### src/rtl/maf_pkg.sv
// shared types and constants of the moving average filter
package maf_pkg;

  localparam int WINDOW_MAX = 64;
  localparam int SAMPLE_W   = 16;
  localparam int TAG_W      = 32;
  localparam int LEN_W      = 7;
  localparam int PTR_W      = $clog2(WINDOW_MAX);
  // running sum keeps headroom for offsets left by window changes
  localparam int SUM_W      = 40;
  localparam int REM_W      = LEN_W + 1;
  // two quotient bits per cycle
  localparam int DIV_STEPS  = SUM_W / 2;
  localparam int CNT_W      = $clog2(DIV_STEPS);

  localparam logic [LEN_W-1:0] LEN_RESET = LEN_W'(20);

  typedef struct packed {
    logic signed [SAMPLE_W-1:0] sample;
    logic [TAG_W-1:0]           time_tag;
  } in_item_t;

  typedef struct packed {
    logic signed [SAMPLE_W-1:0] mean;
    logic [TAG_W-1:0]           time_tag_out;
  } out_item_t;

endpackage

### src/rtl/moving_average_filter.sv
// moving average filter top level: history memory, running sum, divider
//
// usage
//   input channel in_valid / in_stall / in_data carries one sample and its
//   time tag per item; an item is taken when in_valid is high and in_stall
//   low. the output channel out_valid / out_stall / out_data returns the mean
//   of the newest window_len samples with the same time tag.
//   cfg_valid / cfg_ready / cfg_data writes window_len (0 acts as 1, values
//   above 64 act as 64); write it only while the block is idle, then reset.
// sequence
//   one item at a time: memory read, then sum update and history write,
//   then division (two quotient bits a cycle over the 40-bit sum), then
//   loading of the output register.
//   the output register lets the next item enter while a result waits.
// reset
//   rst (synchronous) clears window_len to 20, the sum, the write pointer and
//   the per-entry valid bits, so all history reads as zero; no clearing pass.
// stall
//   a stalled result holds in the output register; a finished division then
//   waits until the register frees up, and no new item is taken meanwhile.
module moving_average_filter
  import maf_pkg::*;
(
  input  logic             clk,
  input  logic             rst,
  input  logic             in_valid,
  output logic             in_stall,
  input  in_item_t         in_data,
  output logic             out_valid,
  input  logic             out_stall,
  output out_item_t        out_data,
  input  logic             cfg_valid,
  output logic             cfg_ready,
  input  logic [LEN_W-1:0] cfg_data
);

  typedef enum logic [1:0] {
    S_IDLE,
    S_ACC,
    S_DIV,
    S_DONE
  } state_t;

  state_t state;

  // configuration
  logic [LEN_W-1:0] window_len;
  logic [LEN_W-1:0] eff_len;

  // history memory with per-entry valid bits
  logic [SAMPLE_W-1:0]   hist_mem [WINDOW_MAX];
  logic [WINDOW_MAX-1:0] hist_vld;
  logic [SAMPLE_W-1:0]   rd_data;
  logic                  rd_ok;

  logic [PTR_W-1:0] write_pos;
  logic [PTR_W-1:0] old_pos;

  logic signed [SUM_W-1:0] window_sum;
  logic signed [SUM_W-1:0] window_sum_next;
  logic signed [SUM_W-1:0] smp_ext;
  logic signed [SUM_W-1:0] leave_ext;
  logic [SUM_W-1:0]        sum_mag;

  // item being worked on
  logic signed [SAMPLE_W-1:0] smp;
  logic [TAG_W-1:0]           tag;
  logic [LEN_W-1:0]           len;

  // divider state
  logic [SUM_W-1:0] dq;
  logic [SUM_W-1:0] dq_next;
  logic [REM_W-1:0] rem;
  logic [REM_W-1:0] rem_next;
  logic             neg;
  logic [CNT_W-1:0] cnt;

  logic signed [SAMPLE_W-1:0] mean_sat;

  logic in_acc;
  logic out_free;

  assign in_stall  = (state != S_IDLE);
  assign in_acc    = in_valid && !in_stall;
  assign out_free  = !out_valid || !out_stall;
  assign cfg_ready = 1'b1;

  // clamp the register to 1..WINDOW_MAX
  always_comb begin
    if (window_len == '0) begin
      eff_len = LEN_W'(1);
    end else if (window_len > LEN_W'(WINDOW_MAX)) begin
      eff_len = LEN_W'(WINDOW_MAX);
    end else begin
      eff_len = window_len;
    end
  end

  // slot of the sample leaving the window (pos - len, modulo the depth)
  assign old_pos = write_pos - eff_len[PTR_W-1:0];

  always_ff @(posedge clk) begin
    if (rst) begin
      window_len <= LEN_RESET;
    end else if (cfg_valid && cfg_ready) begin
      window_len <= cfg_data;
    end
  end

  // memory read of the leaving sample, issued on acceptance
  always_ff @(posedge clk) begin
    if (in_acc) begin
      rd_data <= hist_mem[old_pos];
    end
  end

  // memory write of the new sample during the sum update
  always_ff @(posedge clk) begin
    if (state == S_ACC) begin
      hist_mem[write_pos] <= smp;
    end
  end

  always_ff @(posedge clk) begin
    if (rst) begin
      hist_vld <= '0;
    end else if (state == S_ACC) begin
      hist_vld[write_pos] <= 1'b1;
    end
  end

  // running sum update, never-written entries count as zero
  always_comb begin
    smp_ext         = SUM_W'(smp);
    leave_ext       = rd_ok ? SUM_W'($signed(rd_data)) : '0;
    window_sum_next = window_sum + smp_ext - leave_ext;
    sum_mag         = window_sum_next[SUM_W-1] ? SUM_W'(-window_sum_next)
                                               : SUM_W'(window_sum_next);
  end

  // two restoring division steps per cycle
  always_comb begin
    logic [REM_W-1:0] r_sh;
    logic [SUM_W-1:0] d;
    logic [REM_W-1:0] r;
    d = dq;
    r = rem;
    for (int k = 0; k < 2; k++) begin
      r_sh = {r[REM_W-2:0], d[SUM_W-1]};
      d    = {d[SUM_W-2:0], 1'b0};
      if (r_sh >= REM_W'(len)) begin
        r    = r_sh - REM_W'(len);
        d[0] = 1'b1;
      end else begin
        r = r_sh;
      end
    end
    dq_next  = d;
    rem_next = r;
  end

  // sign and saturation of the quotient
  always_comb begin
    if (neg) begin
      if (dq > SUM_W'(32'd1 << (SAMPLE_W - 1))) begin
        mean_sat = {1'b1, {(SAMPLE_W-1){1'b0}}};
      end else begin
        mean_sat = -$signed(dq[SAMPLE_W-1:0]);
      end
    end else begin
      if (dq > SUM_W'((32'd1 << (SAMPLE_W - 1)) - 32'd1)) begin
        mean_sat = {1'b0, {(SAMPLE_W-1){1'b1}}};
      end else begin
        mean_sat = $signed(dq[SAMPLE_W-1:0]);
      end
    end
  end

  // sequencer with state and registered outputs
  always_ff @(posedge clk) begin
    if (rst) begin
      state      <= S_IDLE;
      out_valid  <= 1'b0;
      window_sum <= '0;
      write_pos  <= '0;
      rd_ok      <= 1'b0;
      cnt        <= '0;
    end else begin
      // a taken result frees the register unless a new one loads this cycle
      if (out_valid && !out_stall && state != S_DONE) begin
        out_valid <= 1'b0;
      end
      unique case (state)
        S_IDLE: begin
          if (in_acc) begin
            smp   <= in_data.sample;
            tag   <= in_data.time_tag;
            len   <= eff_len;
            rd_ok <= hist_vld[old_pos];
            state <= S_ACC;
          end
        end
        S_ACC: begin
          window_sum <= window_sum_next;
          write_pos  <= write_pos + PTR_W'(1);
          dq         <= sum_mag;
          neg        <= window_sum_next[SUM_W-1];
          rem        <= '0;
          cnt        <= '0;
          state      <= S_DIV;
        end
        S_DIV: begin
          dq  <= dq_next;
          rem <= rem_next;
          cnt <= cnt + CNT_W'(1);
          if (cnt == CNT_W'(DIV_STEPS - 1)) begin
            state <= S_DONE;
          end
        end
        S_DONE: begin
          if (out_free) begin
            out_data.mean         <= mean_sat;
            out_data.time_tag_out <= tag;
            out_valid             <= 1'b1;
            state                 <= S_IDLE;
          end
        end
        default: begin
          state <= S_IDLE;
        end
      endcase
    end
  end

  // an accepted item blocks the input until its result is loaded
  a_busy_after_accept: assert property (@(posedge clk) disable iff (rst)
    in_valid && !in_stall |=> in_stall)
    else $error("input not blocked after accepting an item");

  // each sum update advances the write pointer by exactly one slot
  a_ptr_step: assert property (@(posedge clk) disable iff (rst)
    state == S_ACC |=> write_pos == $past(write_pos) + PTR_W'(1))
    else $error("write pointer did not advance by one");

  // the divider count never runs past its last step
  a_div_bound: assert property (@(posedge clk) disable iff (rst)
    state == S_DIV |-> cnt <= CNT_W'(DIV_STEPS - 1))
    else $error("divider step count out of range");

  // a finished result waits while the output register is held
  a_done_wait: assert property (@(posedge clk) disable iff (rst)
    state == S_DONE && out_valid && out_stall |=> state == S_DONE)
    else $error("result lost while output stalled");

endmodule

### config.mk
export PLATFORM = sky130hd
export DESIGN_NAME = moving_average_filter
export DESIGN_NICKNAME = d
export VERILOG_FILES = /design/src/rtl/maf_pkg.sv /design/src/rtl/moving_average_filter.sv
export SDC_FILE = /design/constraint.sdc
export NUM_CORES = 2
export LEC_CHECK = 0
export BUFFER_PORTS_ARGS = -buffer_cell sky130_fd_sc_hd__buf_2
export CAP_MARGIN = 20
export CORE_MARGIN = 4
export CORE_UTILIZATION = 57
export DETAILED_ROUTE_END_ITERATION = 16
export PLACE_DENSITY = 0.75
export SLEW_MARGIN = 20
export SYNTH_ARGS = -nofsm -noshare
export SYNTH_HDL_FRONTEND = slang
export SYNTH_SLANG_ARGS = --single-unit
### constraint.sdc
create_clock -name clk -period 6.09 [get_ports clk]
set_input_delay 1.5225 -clock clk [delete_from_list [all_inputs] [get_ports clk]]
set_output_delay 1.5225 -clock clk [all_outputs]
set_load 0.1 [all_outputs]
# ---- Yosys cells after proc, flatten, opt, wreduce, memory -nomap -nowiden
# Memory sizes are Yosys's and may differ from the RTL's. A register that Yosys moved wholly into a read port is not among the register bits.
# Cells that the tools add are included.
dict set report totals {
  reg_bits 277
  ram_bits 1024
  in_bits 60
  output_inout_bits 51
  word_cells 90
  n_memories 1
}
# name depth width rd rd_clocked_by_memory_dff write_ports line_no
set memory_table {}
lappend memory_table {hist_mem 64 16 1 1 1 moving_average_filter.sv:51} ;# logic [SAMPLE_W-1:0] hist_mem [WINDOW_MAX];
dict set report classes {
  n_addsub 9
  magnitude_cmp 8
  n_eq_ne 8
  mux 27
  bitwise 2
  n_reduce_logical 18
}
# op n
set ops {}
lappend ops {{$mux 40} 2}
lappend ops {{$pmux 40 s2} 1}
lappend ops {{$or 64x64->64} 1}
lappend ops {{$mux 16} 3}
lappend ops {{$add 40x16->40} 1}
lappend ops {{$gt 40x15->1 const B} 1}
lappend ops {{$gt 40x16->1 const B} 1}
lappend ops {{$neg 40->40} 1}
lappend ops {{$sub 40x40->40} 1}
lappend ops {{$mux 7} 3}
lappend ops {{$ge 8x7->1} 2}
lappend ops {{$neg 16->16} 1}
lappend ops {{$lt 6x7->1 const B} 2}
lappend ops {{$pmux 7 s2} 1}
lappend ops {{$sub 7x7->7} 2}
lappend ops {{$pmux 5 s2} 1}
lappend ops {{$mux 1} 9}
lappend ops {{$reduce_and 3->1} 3}
lappend ops {{$ne 2x2->1 const B} 4}
lappend ops {{$pmux 2 s4} 1}
lappend ops {{$gt 7x7->1 const B} 1}
lappend ops {{$logic_not 7->1} 1}
lappend ops {{$add 6x1->6 const B} 1}
lappend ops {{$bmux 1 s6} 1}
lappend ops {{16 further kinds} 27}

# ---- Logic depth before layout (Yosys ltp)
dict set report depth {
  ltp_word 6
  mapped_depth 23
  mapped_depth_nobuf 22
}

# ---- Least setup slack after synthesis
# No wires, ideal clock.
dict set report synth_timing {
  path_type {input to register}
  from {in rst}
  to {reg out_data[0] in the netlist's numbering (enable)}
  setup_time_ns 0.523
  arrival_time_ns 5.491
  required_ns 5.567
  setup_slack_ns 0.076
  path_stages 3
  n_path_buf 2
  path_cell_list {clkbuf_1 -> clkbuf_1 -> nor3b_1}
}
dict set report synth_between {
  elab_chain_len 2
}
# item line_no
set synth_lines {}
lappend synth_lines {{start, declared} moving_average_filter.sv:25} ;# input logic rst,
lappend synth_lines {{$not 1->1 (no line)} n/a}
lappend synth_lines {{$reduce_and 3->1 (no line)} n/a}
lappend synth_lines {{end, declared} moving_average_filter.sv:31} ;# output out_item_t out_data,
# No other way between the ends.
# A chain may end at the register's enable or synchronous reset.

# ---- Worst setup path in the final report
dict set report layout_timing {
  from {reg rd_ok}
  to {reg dq[32], data pin}
}
dict set report layout_between {
  elab_chain_len 5
}
# item line_no
set layout_lines {}
lappend layout_lines {{start, declared} moving_average_filter.sv:54} ;# logic rd_ok;
lappend layout_lines {{start signal, assigned} moving_average_filter.sv:199} ;# rd_ok <= hist_vld[old_pos];
lappend layout_lines {{$mux 40 *} moving_average_filter.sv:135} ;# leave_ext = rd_ok ? SUM_W'($signed(rd_data)) : '0;
lappend layout_lines {{$sub 40x40->40 *} moving_average_filter.sv:136} ;# window_sum_next = window_sum + smp_ext - leave_ext;
lappend layout_lines {{$neg 40->40} moving_average_filter.sv:137} ;# sum_mag = window_sum_next[SUM_W-1] ? SUM_W'(-window_sum_next)
lappend layout_lines {{$mux 40 *} moving_average_filter.sv:137}
lappend layout_lines {{$pmux 40 s2 *} moving_average_filter.sv:193} ;# unique case (state)
lappend layout_lines {{end signal, assigned} moving_average_filter.sv:206} ;# dq <= sum_mag;
lappend layout_lines {{end signal, assigned} moving_average_filter.sv:213} ;# dq <= dq_next;
lappend layout_lines {{end, declared} moving_average_filter.sv:71} ;# logic [SUM_W-1:0] dq;
# Every way passes the cells marked *; elsewhere a longest branch is shown, timed or not.

==> results.json <==
{
  "grt.overflow.total": 0,
  "antenna_found_initial": 1,
  "dp_hpwl_mm": 79.8,
  "p_per_area_nw_per_um2": 492,
  "synth_compound_area_share_pct": 4.06,
  "r2r_slack_ns": 0.62,
  "initial_core_util_pct": 57.7,
  "ys_seq_area_share_pct": 68.3,
  "drt_first_iter_violations": 3576,
  "timing.hold.ws_ns": 0.416,
  "required_ns": 6.54,
  "drc_errors": 0,
  "syn_inst": 3241,
  "synthTopCellsByArea": "edfxtp_1, mux4_2, dfxtp_1, nor2_1, ha_1",
  "via_per_inst": 6.32,
  "synthXorXnorAreaFrac_pct": 1.22,
  "grt_pass1_wl_mm": 201,
  "yosys_warnings": 0,
  "vias": 30500,
  "grt_pass1_vias": 31500,
  "syn-cell-area_um2": 56100,
  "gp_congestion": 0.858,
  "cts_tree": "built",
  "drv_slew": 0,
  "ios": 111,
  "yosysUniqueCellTypes": 105,
  "hold_viol": 0,
  "grt_use_total_pct": 26.3,
  "dieWidth_um": 322,
  "core_area_um2": 97100,
  "mostFrequentLayoutCell": "edfxtp_1",
  "crit_start": "rd_ok",
  "cts.reportedPaths.clkPinSlew_ns": 0.06,
  "numCtsBuffers": 133,
  "synth_seq_cells": 1317,
  "worstHoldStart": "tag[23]",
  "wl_per_cell_um": 27.7,
  "io_buffer_count": 109,
  "areaGrowthSynthToFinish_pct": 12.3,
  "grt_max_degree": 70,
  "worst_slew_pin_slew_ns": 0.974,
  "cts_setup_buffers": 0,
  "synth_top_family_by_area": "multiplexers",
  "leakagePower_nw": 21.4,
  "synth_adder_area_share_pct": 3.02,
  "synthSimpleGateAreaFrac_pct": 5.67,
  "rows": 114,
  "outcome": "completed",
  "clock_latency_ns": 0.74,
  "syn-num-nets": 3411,
  "finalCritPeriodShare_pct": 89.8,
  "setup_violations": 0,
  "cts_root_buf": "clkbuf_16",
  "skew_ns": 0.0245,
  "hold_buffers": 0,
  "cts_resized": 0,
  "dieArea_um2": 103000,
  "path_class": "reg2reg",
  "slew_headroom_pct": 34.7,
  "nets": 3611,
  "cts_sinks": 1317,
  "htree_levels": 4,
  "synth_mux_area_share_pct": 15.4,
  "fillCellCount": 6342,
  "r2r_start": "rd_ok",
  "start_kind": "flip-flop",
  "antenna_left": 0,
  "critPathArrivalTime_ns": 5.92,
  "synth_edf_count": 1191,
  "tns_ns": 0,
  "wl_mm": 134,
  "syn-mean-instance-area_um2": 17.3,
  "clock_path_buffers": 3,
  "final_cell_mix": "edfxtp_1, mux4_2, nor2_1",
  "synth_top_area_share_pct": 63.8,
  "layout-drive-gt1-share_pct": 24.2,
  "rsz0062_at_grt": "false",
  "fmax_ghz": 0.183,
  "peakVddDrop_v": 0.000348,
  "drv_cap": 0,
  "period_minus_slack_ns": 5.47,
  "yosysTopAreaCell": "edfxtp_1",
  "dr.pass1.iters": 5,
  "crit_fanout": 25,
  "stdcell_count": 4826,
  "place_inst": 4581,
  "synthArstFlopShare_pct": 0,
  "worstHoldPathType": "reg2reg",
  "critPathCaptureType": "flip-flop",
  "synthFlopType": "edfxtp_1",
  "die_h_um": 322
}
-- Yosys cell counts, types with 5 or more instances --
| master | instances |
|---|---|
| edfxtp_1 | 1191 |
| mux4_2 | 340 |
| nor2_1 | 316 |
| inv_1 | 177 |
| dfxtp_1 | 126 |
| clkbuf_1 | 102 |
| nand2_1 | 81 |
| a21oi_1 | 72 |
| ha_1 | 68 |
| mux2i_1 | 67 |
| o21ai_0 | 53 |
| fa_1 | 42 |
| xor2_1 | 36 |
| xnor2_1 | 35 |
| buf_1 | 34 |
| nor3_1 | 32 |
| nand3_1 | 31 |
| nor2b_1 | 31 |
| a211oi_1 | 30 |
| or3_1 | 30 |
| a21o_1 | 28 |
| and2_1 | 27 |
| mux2_2 | 25 |
| nand4_1 | 20 |
| and3_1 | 17 |
| o21a_1 | 14 |
| nand2b_1 | 13 |
| a31oi_1 | 11 |
| buf_2 | 11 |
| o21ai_1 | 11 |
| o311ai_0 | 11 |
| nor4_1 | 10 |
| o211ai_1 | 10 |
| buf_4 | 8 |
| nor3b_1 | 6 |
| o31ai_1 | 6 |
| a2111oi_2 | 5 |
-- critical path, cell delays in order (launching register included) --
cell	delay [ns]
dfxtp_1	0.55
and2_1	0.22
buf_4	0.38
fa_1	0.48
inv_1	0.07
ha_1	0.38
nand4_2	0.22
nor2_1	0.47
nand4_1	0.37
nand3_1	0.14
nor3b_1	0.73
a221o_1	0.29
a2111oi_2	0.08
and3_1	0.28
a2111oi_1	0.45
a311oi_1	0.07
-- routing by layer --
layer | GRT usage, % | share of wire (%)
met5 | 0.833 | 0.086
met1 | 34.8 | 37
met2 | 43.8 | 50
met3 | 4.59 | 8.3
met4 | 10.9 | 3.9
-- sequential cells by signal, indices dropped and copies added (netlist names) --
register,count
hist_mem,1024
window_len,7
out_valid,1
state,2
window_sum,40
tag,32
cnt,5
neg,1
smp,16
rd_data,16
hist_vld,64
write_pos,6
rd_ok,1
len,7
dq,40
rem,7
out_data,48
-- final timing paths --
kind              depth (start not counted)           end
setup / recovery                         15        dq[32]
hold / removal                            0  out_data[23]
setup reg to reg                         15        dq[32]
hold reg to reg                           0  out_data[23]
-- where the power goes --
part           internal [mW]  total, mW  leakage (nW)  switching [mW]
registers               10.8       11.1          11.8           0.326
logic                   4.92       11.7          7.47            6.80
clock network           4.68       8.09          2.14            3.41
-- kinds of logic (layout without fill, tap and decap cells) --
logic type / Yosys count / in the layout
AND/OR/NAND/NOR: 654 / 654
buffers and inverters: 335 / 642
AO/OA/AOI/OAI: 317 / 317
XOR/XNOR: 74 / 74
adder cells (fa/ha/maj): 110 / 110
other: 1 / 3
flip-flops: 1317 / 1317
multiplexers: 433 / 433
-- cell type report --
cell class              count  area (um^2)  share of cell area [%]
well taps                1276         1600                    2.54
repair buffers            221         1530                    2.44
multi-input cells        1589        16500                    26.3
clock buffers             177         3660                    5.81
diodes                      2         5.00                 0.00795
inverters                 179          672                    1.07
flip-flops and latches   1317        38300                    60.8
clock inverters            65          671                    1.06
-- per-stage QoR --
step	total power, mW	cell area [um^2]	util, %	worst slack (ns)
3_5_place_dp	23.0	58600	60.3	0.444
2_1_floorplan	20.0	56100	-	0.0763
6_report	31.0	63000	64.8	0.621
4_1_cts	31.1	62900	64.8	0.411
5_1_grt	32.5	63000	64.8	0.289
3_3_place_gp	22.7	58600	60.3	0.478
Power figures use the tool's default switching activity.
